**config.mk**
```make
export PLATFORM = sky130hd
export DESIGN_NAME = wildcard_byte_pattern_scanner
export DESIGN_NICKNAME = d
export VERILOG_FILES = /design/src/design/wbps_pkg.sv /design/src/design/wbps_cell.sv /design/src/design/wbps_outq.sv /design/src/design/wildcard_byte_pattern_scanner.sv
export SDC_FILE = /design/constraint.sdc
export NUM_CORES = 1
export LEC_CHECK = 0
export ABC_CLOCK_PERIOD_IN_PS = 16720
export BUFFER_PORTS_ARGS = -buffer_cell sky130_fd_sc_hd__buf_2
export CAP_MARGIN = 30
export CORE_AREA = 2 2 233 235
export DETAILED_ROUTE_END_ITERATION = 10
export DIE_AREA = 0 0 235 237
export PLACE_DENSITY = 0.77
export SETUP_SLACK_MARGIN = 0.1
export SLEW_MARGIN = 20
export SYNTH_ARGS = -nofsm -noshare
export SYNTH_HDL_FRONTEND = slang
export SYNTH_SLANG_ARGS = --single-unit
```
**constraint.sdc**
```tcl
create_clock -name clk_i -period 16.72 [get_ports clk_i]
set_input_delay 2.508 -clock clk_i [delete_from_list [all_inputs] [get_ports clk_i]]
set_output_delay 2.508 -clock clk_i [all_outputs]
set_load 0.01 [all_outputs]
```
**src/design/wbps_pkg.sv**
```systemverilog
package wbps_pkg;

  // Field widths fixed by the register map and the payload
  localparam int unsigned ADDR_W      = 48;
  localparam int unsigned OFFSET_W    = 32;
  localparam int unsigned DATA_W      = 64;
  localparam int unsigned LEN_W       = 5;
  localparam int unsigned PAT_BYTES   = 16;
  localparam int unsigned IDX_W       = 3;
  localparam int unsigned MAX_PATTERN = 16;
  localparam int unsigned MIN_PATTERN = 4;

  // Register reset values
  localparam logic [PAT_BYTES-1:0] CARE_RESET = '1;
  localparam logic [LEN_W-1:0]     LEN_RESET  = LEN_W'(MIN_PATTERN);

  // Configuration register indexes
  typedef enum logic [IDX_W-1:0] {
    CFG_PAT_LOW  = 3'd0,
    CFG_PAT_HIGH = 3'd1,
    CFG_CARE     = 3'd2,
    CFG_LENGTH   = 3'd3,
    CFG_BASE     = 3'd4
  } cfg_reg_e;

  // One result entry of the output queue
  typedef struct packed {
    logic              found;
    logic [ADDR_W-1:0] addr;
  } result_t;

endpackage

```
**src/design/wbps_cell.sv**
```systemverilog
// One window position: holds a byte, hands it on, compares the byte it receives
module wbps_cell #(
  parameter int unsigned IDX = 0
) (
  input  logic                                  clk_i,
  input  logic                                  rst_ni,
  input  logic                                  shift_i,
  input  logic                                  clear_i,
  input  logic [7:0]                            byte_i,
  input  logic [wbps_pkg::PAT_BYTES-1:0][7:0]   pattern_i,
  input  logic [wbps_pkg::PAT_BYTES-1:0]        care_i,
  input  logic [3:0]                            len_m1_i,
  output logic [7:0]                            byte_o,
  output logic                                  ok_o
);

  localparam logic [3:0] IdxC = 4'(IDX);

  logic [7:0] byte_q, byte_d;
  logic       active;
  logic [3:0] pat_idx;

  // Pattern byte that lines up with this position for the current length
  always_comb begin
    active  = (IdxC <= len_m1_i);
    pat_idx = len_m1_i - IdxC;
    ok_o    = !active || !care_i[pat_idx] || (byte_i == pattern_i[pat_idx]);
  end

  // Window byte, zeroed at region end
  always_comb begin
    byte_d = byte_q;
    if (shift_i) begin
      byte_d = clear_i ? 8'd0 : byte_i;
    end
  end

  always_ff @(posedge clk_i or negedge rst_ni) begin
    if (!rst_ni) begin
      byte_q <= 8'd0;
    end else begin
      byte_q <= byte_d;
    end
  end

  assign byte_o = byte_q;

endmodule

```
**src/design/wbps_outq.sv**
```systemverilog
// Two-entry result queue between the compare stage and the output channel
module wbps_outq (
  input  logic                clk_i,
  input  logic                rst_ni,
  input  logic                push_i,
  input  wbps_pkg::result_t   push_data_i,
  output logic                full_o,
  output logic                out_valid_o,
  input  logic                out_stall_i,
  output wbps_pkg::result_t   out_data_o
);

  wbps_pkg::result_t entry_q [2];
  logic       wr_ptr_q, wr_ptr_d;
  logic       rd_ptr_q, rd_ptr_d;
  logic [1:0] count_q, count_d;
  logic       pop;

  assign out_valid_o = (count_q != 2'd0);
  assign full_o      = (count_q == 2'd2);
  assign out_data_o  = entry_q[rd_ptr_q];
  assign pop         = out_valid_o && !out_stall_i;

  // Pointer and occupancy update
  always_comb begin
    wr_ptr_d = push_i ? ~wr_ptr_q : wr_ptr_q;
    rd_ptr_d = pop ? ~rd_ptr_q : rd_ptr_q;
    count_d  = count_q;
    if (push_i && !pop) begin
      count_d = count_q + 2'd1;
    end else if (pop && !push_i) begin
      count_d = count_q - 2'd1;
    end
  end

  always_ff @(posedge clk_i or negedge rst_ni) begin
    if (!rst_ni) begin
      wr_ptr_q <= 1'b0;
      rd_ptr_q <= 1'b0;
      count_q  <= 2'd0;
    end else begin
      wr_ptr_q <= wr_ptr_d;
      rd_ptr_q <= rd_ptr_d;
      count_q  <= count_d;
    end
  end

  // Entry storage
  always_ff @(posedge clk_i) begin
    if (push_i) begin
      entry_q[wr_ptr_q] <= push_data_i;
    end
  end

endmodule

```
**src/design/wildcard_byte_pattern_scanner.sv**
```systemverilog
// Wildcard byte pattern scanner.
// Input channel (in_valid_i / in_stall_o) carries one region byte per transaction
// plus a flag on the final byte. Output channel (out_valid_o / out_stall_i) carries
// one transaction per region: found with the address of the first match, or
// not found with address zero when the final byte arrives without a match.
// Configuration (cfg_valid_i / cfg_ready_o) writes pattern bytes, care mask,
// pattern length and region base; writes are always taken.
// Throughput: one byte per cycle while the result queue is not full. Each
// incoming byte walks a chain of MAX_PATTERN window cells, all of which compare
// in the same cycle. A result is written into the result queue when the byte
// that completes it is accepted, and the queue presents it on the output.
// A two-entry result queue decouples the sides: input bytes keep flowing while
// a result waits; in_stall_o rises only when both entries are occupied.
// Reset clears the window, the byte offset, the match flag and the queue, and
// loads the register reset values; the block accepts bytes right after reset.
module wildcard_byte_pattern_scanner #(
  parameter int unsigned MAX_PATTERN = wbps_pkg::MAX_PATTERN
) (
  input  logic                          clk_i,
  input  logic                          rst_ni,
  input  logic                          cfg_valid_i,
  output logic                          cfg_ready_o,
  input  logic [wbps_pkg::IDX_W-1:0]    cfg_index_i,
  input  logic [wbps_pkg::DATA_W-1:0]   cfg_data_i,
  input  logic                          in_valid_i,
  output logic                          in_stall_o,
  input  logic [7:0]                    data_byte_i,
  input  logic                          last_byte_i,
  output logic                          out_valid_o,
  input  logic                          out_stall_i,
  output logic                          found_o,
  output logic [wbps_pkg::ADDR_W-1:0]   match_address_o
);

  localparam logic [wbps_pkg::LEN_W-1:0] MaxLenC = wbps_pkg::LEN_W'(MAX_PATTERN);
  localparam logic [wbps_pkg::LEN_W-1:0] MinLenC = wbps_pkg::LEN_W'(wbps_pkg::MIN_PATTERN);

  // Configuration registers
  logic [wbps_pkg::PAT_BYTES-1:0][7:0] pattern_q;
  logic [wbps_pkg::PAT_BYTES-1:0]      care_q;
  logic [wbps_pkg::LEN_W-1:0]          length_q;
  logic [wbps_pkg::ADDR_W-1:0]         base_q;

  logic [wbps_pkg::OFFSET_W-1:0]       offset_q, offset_d;
  logic                                done_q, done_d;

  logic                                in_acc, full, hit, push;
  logic [wbps_pkg::LEN_W-1:0]          eff_len;
  logic [3:0]                          len_m1;
  logic                                enough;
  logic [MAX_PATTERN-1:0]              ok_vec;
  logic [7:0]                          chain [MAX_PATTERN+1];
  wbps_pkg::result_t                   res, out_res;

  assign cfg_ready_o = 1'b1;

  // Register writes
  always_ff @(posedge clk_i or negedge rst_ni) begin
    if (!rst_ni) begin
      pattern_q <= '0;
      care_q    <= wbps_pkg::CARE_RESET;
      length_q  <= wbps_pkg::LEN_RESET;
      base_q    <= '0;
    end else if (cfg_valid_i && cfg_ready_o) begin
      case (wbps_pkg::cfg_reg_e'(cfg_index_i))
        wbps_pkg::CFG_PAT_LOW:  pattern_q[7:0]  <= cfg_data_i;
        wbps_pkg::CFG_PAT_HIGH: pattern_q[15:8] <= cfg_data_i;
        wbps_pkg::CFG_CARE:     care_q   <= cfg_data_i[wbps_pkg::PAT_BYTES-1:0];
        wbps_pkg::CFG_LENGTH:   length_q <= cfg_data_i[wbps_pkg::LEN_W-1:0];
        wbps_pkg::CFG_BASE:     base_q   <= cfg_data_i[wbps_pkg::ADDR_W-1:0];
        default: ;
      endcase
    end
  end

  // Effective pattern length, clamped to the supported range
  always_comb begin
    if (length_q < MinLenC) begin
      eff_len = MinLenC;
    end else if (length_q > MaxLenC) begin
      eff_len = MaxLenC;
    end else begin
      eff_len = length_q;
    end
    len_m1 = 4'(eff_len - wbps_pkg::LEN_W'(1));
  end

  assign in_stall_o = full;
  assign in_acc     = in_valid_i && !in_stall_o;

  // Window cell chain; cell 0 sees the incoming byte
  assign chain[0] = data_byte_i;

  for (genvar g = 0; g < MAX_PATTERN; g++) begin : g_cell
    wbps_cell #(
      .IDX(g)
    ) u_cell (
      .clk_i     (clk_i),
      .rst_ni    (rst_ni),
      .shift_i   (in_acc),
      .clear_i   (last_byte_i),
      .byte_i    (chain[g]),
      .pattern_i (pattern_q),
      .care_i    (care_q),
      .len_m1_i  (len_m1),
      .byte_o    (chain[g+1]),
      .ok_o      (ok_vec[g])
    );
  end

  // Match decision and result formation
  always_comb begin
    enough    = (offset_q >= wbps_pkg::OFFSET_W'(len_m1));
    hit       = !done_q && enough && (&ok_vec);
    res.found = hit;
    res.addr  = base_q + wbps_pkg::ADDR_W'(offset_q) - wbps_pkg::ADDR_W'(len_m1);
    if (!hit) begin
      res.addr = '0;
    end
    push = in_acc && (hit || (last_byte_i && !done_q));
  end

  // Offset counter and match flag
  always_comb begin
    offset_d = offset_q;
    done_d   = done_q;
    if (in_acc) begin
      if (last_byte_i) begin
        offset_d = '0;
        done_d   = 1'b0;
      end else begin
        if (offset_q != '1) begin
          offset_d = offset_q + wbps_pkg::OFFSET_W'(1);
        end
        done_d = done_q || hit;
      end
    end
  end

  always_ff @(posedge clk_i or negedge rst_ni) begin
    if (!rst_ni) begin
      offset_q <= '0;
      done_q   <= 1'b0;
    end else begin
      offset_q <= offset_d;
      done_q   <= done_d;
    end
  end

  wbps_outq u_outq (
    .clk_i       (clk_i),
    .rst_ni      (rst_ni),
    .push_i      (push),
    .push_data_i (res),
    .full_o      (full),
    .out_valid_o (out_valid_o),
    .out_stall_i (out_stall_i),
    .out_data_o  (out_res)
  );

  assign found_o         = out_res.found;
  assign match_address_o = out_res.addr;

endmodule

```
==> Word-level counts from Yosys, hierarchy flattened <==
Memory sizes are Yosys's and may differ from the RTL's.
Cells that the tools add are included.
{ "totals": {"regBits": 354, "ram_bits": 98, "inputBits": 81, "out_inout_bits": 52, "word_cells": 299, "memories": 1} }
{ "op_classes": {"add_sub_neg": 21, "magnitude_cmp": 35, "eq_ne": 22, "n_mux": 89, "n_bitwise": 2, "n_reduce_logical": 90} }
{ "mem_list": {"columns": ["memory", "depth", "width", "rd", "rd_clocked_by_memory_dff", "write_ports", "line_no", "rtl"], "rows": [
  ["u_outq.entry_q", 2, 49, 1, 0, 1, "wbps_outq.sv:13", "wbps_pkg::result_t entry_q [2];"]
]} }
{ "op_table": {"columns": ["cell", "n"], "rows": [
  ["binary-select mux 8 bit (select 4 bit)", 16],
  ["2-to-1 mux 8 bit", 31],
  ["equality test 8 bit", 16],
  ["less-than comparator 4 x 5 -> 1 bit, second input constant", 16],
  ["binary-select mux 1 bit (select 4 bit)", 16],
  ["2-to-1 mux 32 bit", 2],
  ["adder 48 x 32 -> 48 bit", 1],
  ["2-to-1 mux 48 bit", 1],
  ["subtractor 48 x 4 -> 48 bit", 1],
  ["logical NOT 1 bit", 37],
  ["logical OR 1 bit", 34],
  ["adder 32 x 1 -> 32 bit, second input constant", 1],
  [">= comparator 32 x 4 -> 1 bit", 1],
  ["less-or-equal comparator 4 bit, first input constant", 8],
  ["inequality test 32 bit, second input constant", 1],
  ["subtractor 4 bit, second input constant", 8],
  ["2-to-1 mux 1 bit", 19],
  ["less-or-equal comparator 3 x 4 -> 1 bit, first input constant", 4],
  ["AND reduction 16 bit", 1],
  ["subtractor 4 x 3 -> 4 bit, second input constant", 4],
  ["AND reduction 2 bit", 6],
  ["less-or-equal comparator 1 x 4 -> 1 bit, first input constant", 2],
  ["less-or-equal comparator 2 x 4 -> 1 bit, first input constant", 2],
  ["logical AND 1 bit", 8],
  ["other kinds (15)", 23]
]} }

==> Depth between registers and ports, before layout <==
{ "logic_depth": {"word_depth": 18, "ltp_mapped": 32, "depth_no_buf": 23} }

==> By module <==
A second synthesis with hierarchy kept.
{ "hier_totals": {"cells_unflattened": 3782, "hier_area_um2": 43650.6} }
{ "by_module_without_submodules": {"columns": ["module", "n_inst", "cells_per_inst", "area_each_um2", "seq_area_each_um2"], "rows": [
  ["wildcard_byte_pattern_scanner", 1, 1299, 12933.7, 5776.8],
  ["wbps_outq", 1, 169, 3983.8, 3042.9],
  ["wbps_cell at g_cell[4].u_cell", 1, 189, 1859.3, 200.2],
  ["wbps_cell at g_cell[12].u_cell", 1, 156, 1821.7, 200.2],
  ["wbps_cell at g_cell[0].u_cell", 1, 175, 1814.2, 200.2],
  ["wbps_cell at g_cell[3].u_cell", 1, 138, 1736.7, 200.2],
  ["wbps_cell at g_cell[10].u_cell", 1, 122, 1726.7, 200.2],
  ["wbps_cell at g_cell[5].u_cell", 1, 144, 1719.1, 200.2],
  ["wbps_cell at g_cell[13].u_cell", 1, 142, 1710.4, 200.2],
  ["wbps_cell at g_cell[2].u_cell", 1, 143, 1691.6, 200.2],
  ["wbps_cell at g_cell[11].u_cell", 1, 135, 1684.1, 200.2],
  ["wbps_cell at g_cell[6].u_cell", 1, 140, 1682.9, 200.2],
  ["wbps_cell at g_cell[14].u_cell", 1, 141, 1669.1, 200.2],
  ["wbps_cell at g_cell[7].u_cell", 1, 163, 1666.6, 200.2],
  ["+4 rows", null, null, null, null]
]} }

==> Least setup slack after synthesis <==
No wires, ideal clock.
{ "synth_path": {"path_type": "register to register", "startpoint": "register length_q[3] in the netlist's numbering", "endpoint": "memory u_outq.entry_q[0][0] in the netlist's numbering (enable)", "setup_ps": 469, "arrival_time_ps": 8311, "required_ps": 16251, "slack_ps": 7940, "stages_incl_launch_ff": 28, "path_buffers": 9, "synth_period_minus_slack_ps": 8780, "path_cell_list": "dfrtp_1 buf_2 nor2_2 nor2_8 inv_2 buf_4 buf_2 buf_2 buf_1 ha_1 inv_1 a21oi_1 nor2_1 clkbuf_1 clkbuf_1 ha_1 a2111oi_2 xnor2_2 buf_2 mux2i_1 xnor2_1 nand4_1 o21ai_0 o2111ai_1 nor3_1 o21ai_2 buf_6 a21boi_1"} }
{ "synth_via": {"elab_chain_len": 16, "word_cells_on_any_way": 188, "classes_between": "add/sub: 16; order compare: 19; eq/ne: 16; mux: 68; reduce/logical: 69"} }
{ "synth_rtl": {"columns": ["element", "line_no", "rtl"], "rows": [
  ["from (decl)", "wildcard_byte_pattern_scanner.sv:41", "logic [wbps_pkg::LEN_W-1:0] length_q;"],
  ["from (signal assigned)", "wildcard_byte_pattern_scanner.sv:62", "length_q <= wbps_pkg::LEN_RESET;"],
  ["from (signal assigned)", "wildcard_byte_pattern_scanner.sv:69", "wbps_pkg::CFG_LENGTH: length_q <= cfg_data_i[wbps_pkg::LEN_W-1:0];"],
  ["greater-than comparator 5 bit", "wildcard_byte_pattern_scanner.sv:80", "end else if (length_q > MaxLenC) begin"],
  ["2-to-1 mux 4 bit", "wildcard_byte_pattern_scanner.sv:80", null],
  ["2-to-1 mux 4 bit (*)", "wildcard_byte_pattern_scanner.sv:78", "if (length_q < MinLenC) begin"],
  ["subtractor 4 x 1 -> 4 bit (*)", "wildcard_byte_pattern_scanner.sv:85", "len_m1 = 4'(eff_len - wbps_pkg::LEN_W'(1));"],
  ["parallel branches: the longest is 7 deep, another holds subtractor 4 x 1 -> 4 bit", null, null],
  ["logical AND 1 bit (*)", "wildcard_byte_pattern_scanner.sv:114", "hit = !done_q && enough && (&ok_vec);"],
  ["logical OR 1 bit (*)", "wildcard_byte_pattern_scanner.sv:120", "push = in_acc && (hit || (last_byte_i && !done_q));"],
  ["logical AND 1 bit (*)", "wildcard_byte_pattern_scanner.sv:120", null],
  ["2-to-1 mux 1 bit (*)", "wbps_outq.sv:50", "if (push_i) begin"],
  ["2-to-1 mux 1 bit (implied by the code) (*)", "wbps_outq.sv:51", "entry_q[wr_ptr_q] <= push_data_i;"],
  ["to (decl)", "wbps_outq.sv:13", null]
]} }
Every way passes the cells marked *. The select of a mux whose other input is x is not followed.

==> Worst setup path in the final report <==
{ "layout_path": {"startpoint": "register length_q[4] in the netlist's numbering", "endpoint": "memory u_outq.entry_q[1][18] in the netlist's numbering (enable)"} }
The elaborated chain is that of the path after synthesis.

==> key figures <==
Setup path
  • Crit path kind: register to register
  • Maximum fanout along the worst path: 92
  • Critical path endpoint category: register
  • Critical Path, Cell by Cell: nand2b_1 > nor2_8 > inv_8 > ha_1 > nor3_2 > buf_4 > nor2_4 > buf_4 > ha_1 > inv_1 > nand2_1 > buf_4 > mux4_2 > xor2_1 > a311o_1 > o41ai_1 > nand3_1 > nor4_4 > o21ai_4 > buf_4 > a211oi_4 > buf_4
  • Total number of cells along the worst setup path: 22
  • Setup crit start kind: register
  • Top delay family on crit path: buffers and inverters
  • Arrival time of the worst setup path: 9170 ps
  • Worst Reg-to-Reg Cells: 22
  • Cell with the most instances on the worst path: sky130_fd_sc_hd__buf_4
  • WP buf/inv: 7
  • CP max stage delay: 750 ps
  • Max stage delay cell, worst path: sky130_fd_sc_hd__nand2b_1
  • Critical path data required time: 16970 ps

Layout
  • Layout Area Growth over Synthesis: 9.563%
  • Final Instance Area: 34600 um^2
  • Post-layout net count: 3225
  • Layout cell share with drive strength beyond 1: 0.2245

Routing
  • Number of iterations in the first detailed-routing pass: 6
  • Detail-routed via count per cell: 6.815
  • Initial DRC Count: 3700
  • Routed wirelength normalized by instance count: 30.48 um
  • DRC Markers: 0
  • Number of routed nets with antenna violations: 0
  • DR vias: 25.83k
  • Total length of routed wires: 115500 um

STA
  • Final setup violating endpoints: 0
  • Final Cycle Share: 0.5336
  • Post-route worst hold slack: 507.6 ps
  • Actual transition at the worst max-transition pin: 1098 ps
  • Min Tclk post-route: 8922 ps
  • Setup TNS: 0 ps
  • Achievable clock frequency: 112.1 MHz
  • RSZ-0062 raised after global routing: false
  • Worst slew margin relative to its limit: 0.2468
  • Worst Clk Skew: 34.48 ps
  • Count of endpoints failing hold in the final timing report: 0
  • Number of max-slew violations in the final report: 0

Die
  • Area of the core: 53280 um^2
  • Effective utilization at floorplan: 0.5928
  • Core Rows: 85
  • Horizontal die dimension: 235 um
  • Top-Level Pins: 133
  • Floorplan die height: 237 um
  • Die ar.: 55700 um^2

Synthesis
  • Syn nets: 3180
  • Mapped Area: 31580 um^2
  • Cell taking the most area after synthesis: sky130_fd_sc_hd__dfrtp_1
  • Total of warnings raised by yosys: 0
  • Count of different cell masters after synthesis: 88
  • Ranking of synthesized cells by area: sky130_fd_sc_hd__dfrtp_1 27%, sky130_fd_sc_hd__mux4_2 12%, sky130_fd_sc_hd__edfxtp_1 9.3%, sky130_fd_sc_hd__mux2i_1 8.8%, sky130_fd_sc_hd__mux2_2 7.2%
  • Register area share after synthesis: 0.3743
  • Portion of synthesized cell area occupied by the leading cell type: 0.2670
  • Syn avg cell area: 10.50 um^2
  • Cells after synthesis: 3008
  • Number of storage elements in the synthesis netlist: 452
  • Most frequently used flop master after synthesis: sky130_fd_sc_hd__dfrtp_1
  • Post-synth EDFFs: 98
  • Proportion of synthesized flip-flops having asynchronous set or reset: 0.7832

GRT
  • Largest net degree at the start of global routing: 234
  • Global routing usage on met1: 0.6017
  • Global-route wire length before repair: 168000 um
  • Grt total ovfl: 0
  • Aggregate global-route resource usage: 0.4117
  • Routing usage on met3: 0.1214
  • Fraction of met2 tracks used by global routing: 0.5814
  • Number of antenna violations at the first check in global routing: 5
  • Via count of the first global-routing pass: 24.61k
  • Top Usage Layer GRT: met1

Placement
  • Cell area after placement: 32860 um^2
  • HPWL reported at the end of detailed placement: 89140 um
  • RePlAce Congestion: 1.103
  • Number of buffers inserted by port buffering: 131

Power and ir drop
  • Cell leakage power: 14.54 nW
  • Ratio of total power to cell area: 187.6 nW/um^2
  • Max VDD drop: 117.7 uV
  • Design Power: 6.493 mW

CTS
  • Maximum root-to-sink buffer count: 3
  • H-tree lvl count: 2
  • Number of sinks driven by the clock tree: 452
  • Cell chosen for the clock root: sky130_fd_sc_hd__clkbuf_16
  • Worst-Skew Late Latency: 630 ps
  • Total of cells resized after clock tree synthesis: 0
  • CTS Hold Buffers Added: 0
  • Post-CTS repair timing setup buffer count: 0
  • Number of buffers inserted during clock tree synthesis: 49
  • Clock-pin slew on the worst setup and hold paths: 60 ps
  • CTS tree: done

Hold path
  • Hold Path Depth: 1
  • Class of the tightest hold or removal check: register to register

Flow run
  • Number of maximum-capacitance violations: 0

Run status
  • Outcome: finished, final reports clean
[flip-flops by register name, summed over array words and instances, names as in the netlist]
register and flops:
u_outq.count_q 2, length_q 5, g_cell.u_cell.byte_o 120, pattern_q 128, care_q 16, u_outq.entry_q 98
done_q 1, u_outq.rd_ptr_q 1, u_outq.wr_ptr_q 1, offset_q 32, base_q 48
[layout make-up]
class / count / area, um^2
Multi-Input combinational cell: 2194 / 18440
Clock buffer: 68 / 1378
Tap cell: 696 / 870.8
Fill cell: 4051 / 18680
Antenna cell: 3 / 7.507
Timing Repair Buffer: 182 / 1150
Inverter: 174 / 661.9
Clock inverter: 21 / 276.5
Sequential cell: 452 / 11820
[cells in the final DEF (no fill, tap or decap), types with 8 or more instances in the layout]
cell type and instances:
sky130_fd_sc_hd__inv_1 167, sky130_fd_sc_hd__a21o_1 35, sky130_fd_sc_hd__clkbuf_8 8, sky130_fd_sc_hd__nand3_1 70, sky130_fd_sc_hd__xor2_1 54, sky130_fd_sc_hd__ha_1 87
sky130_fd_sc_hd__nand2_1 380, sky130_fd_sc_hd__xnor2_1 139, sky130_fd_sc_hd__and2_1 21, sky130_fd_sc_hd__o21ai_0 232, sky130_fd_sc_hd__buf_4 38, sky130_fd_sc_hd__edfxtp_1 98
sky130_fd_sc_hd__nor3_1 26, sky130_fd_sc_hd__o21bai_1 9, sky130_fd_sc_hd__a21oi_1 85, sky130_fd_sc_hd__a211oi_1 18, sky130_fd_sc_hd__buf_2 130, sky130_fd_sc_hd__clkbuf_16 49
sky130_fd_sc_hd__a31oi_1 15, sky130_fd_sc_hd__nand2b_1 13, sky130_fd_sc_hd__dfrtp_1 336, sky130_fd_sc_hd__nor2_1 119, sky130_fd_sc_hd__nor2b_1 11, sky130_fd_sc_hd__mux2i_1 279
sky130_fd_sc_hd__nor4_1 24, sky130_fd_sc_hd__mux4_2 173, sky130_fd_sc_hd__mux2_2 202, sky130_fd_sc_hd__o211ai_1 17, sky130_fd_sc_hd__dfstp_2 17, sky130_fd_sc_hd__nand4_1 48
sky130_fd_sc_hd__clkbuf_1 11
[synthesized netlist by cell type, drive strengths merged, types with 19 or more instances]
cell	instances
o21ai	236
a21oi	88
buf	67
a211oi	19
mux2i	279
inv	173
nor3	29
nand2	380
mux4	173
ha	88
xnor2	146
nor2	125
nand4	48
clkbuf	121
nand3	70
mux2	202
edfxtp	98
nor4	25
and2	21
dfrtp	337
a21o	35
xor2	54
[worst register-to-register path, stage by stage (launching register included)]
cell                       delay, ps
sky130_fd_sc_hd__dfrtp_1         680
sky130_fd_sc_hd__nand2b_1        750
sky130_fd_sc_hd__nor2_8          240
sky130_fd_sc_hd__inv_8           630
sky130_fd_sc_hd__ha_1            510
sky130_fd_sc_hd__nor3_2           70
sky130_fd_sc_hd__buf_4           220
sky130_fd_sc_hd__nor2_4          450
sky130_fd_sc_hd__buf_4           410
sky130_fd_sc_hd__ha_1            230
sky130_fd_sc_hd__inv_1           220
sky130_fd_sc_hd__nand2_1         340
sky130_fd_sc_hd__buf_4           320
sky130_fd_sc_hd__mux4_2          550
sky130_fd_sc_hd__xor2_1          150
sky130_fd_sc_hd__a311o_1         280
sky130_fd_sc_hd__o41ai_1         540
sky130_fd_sc_hd__nand3_1         220
sky130_fd_sc_hd__nor4_4          440
sky130_fd_sc_hd__o21ai_4         110
sky130_fd_sc_hd__buf_4           320
sky130_fd_sc_hd__a211oi_4        270
sky130_fd_sc_hd__buf_4           550
[cell families (layout without fill, tap and decap cells)]
kind of cell	count (synthesis)	count (layout)	share of synthesized area
compound gates	490	490	0.09305
fa+ha+maj	91	91	0.03676
other cells	1	4	0.0001187
flops	452	452	0.3743
simple gates	758	758	0.1094
mux	654	654	0.2838
xor+xnor	200	200	0.05712
buf+inv	362	445	0.04544
[layer usage]
| metal | up-vias | part of all wire |
|---|---|---|
| li1 | 10990 | - |
| met1 | 12960 | 0.41 |
| met2 | 1594 | 0.42 |
| met3 | 281 | 0.13 |
| met4 | 4 | 0.044 |
| met5 | - | 0.00087 |
[where the power goes]
part	switching (mW)	internal (mW)	total (mW)
Combinational	2.34	1.54	3.87
Sequential	0.201	1.30	1.50
Clock	0.477	0.643	1.12
Total	3.01	3.48	6.49
[worst paths after layout]
kind	startpoint	endpoint	slack (ps)
setup / recovery	length_q[4]	u_outq.entry_q[1][18]	7800
hold / removal	u_outq.count_q[1]	u_outq.count_q[1]	510
setup reg to reg	length_q[4]	u_outq.entry_q[1][18]	7800
hold reg to reg	u_outq.count_q[1]	u_outq.count_q[1]	510
max in group asynchronous	rst_ni	g_cell[14].u_cell.byte_o[0]	13360
min in group asynchronous	rst_ni	base_q[22]	1880
[stage by stage]
| step | util | setup slack [ps] | std cells |
|---|---|---|---|
| final | 0.6495 | 7798 | 3790 |
| after global routing | 0.6493 | 7299 | 3787 |
| after CTS | 0.6478 | 7855 | 3782 |
| after detailed placement | 0.6168 | 7857 | 3693 |
| after global placement | 0.6150 | 8085 | 3685 |
| after floorplan | - | 7940 | 3008 |
(Power assumes the default switching activity.)
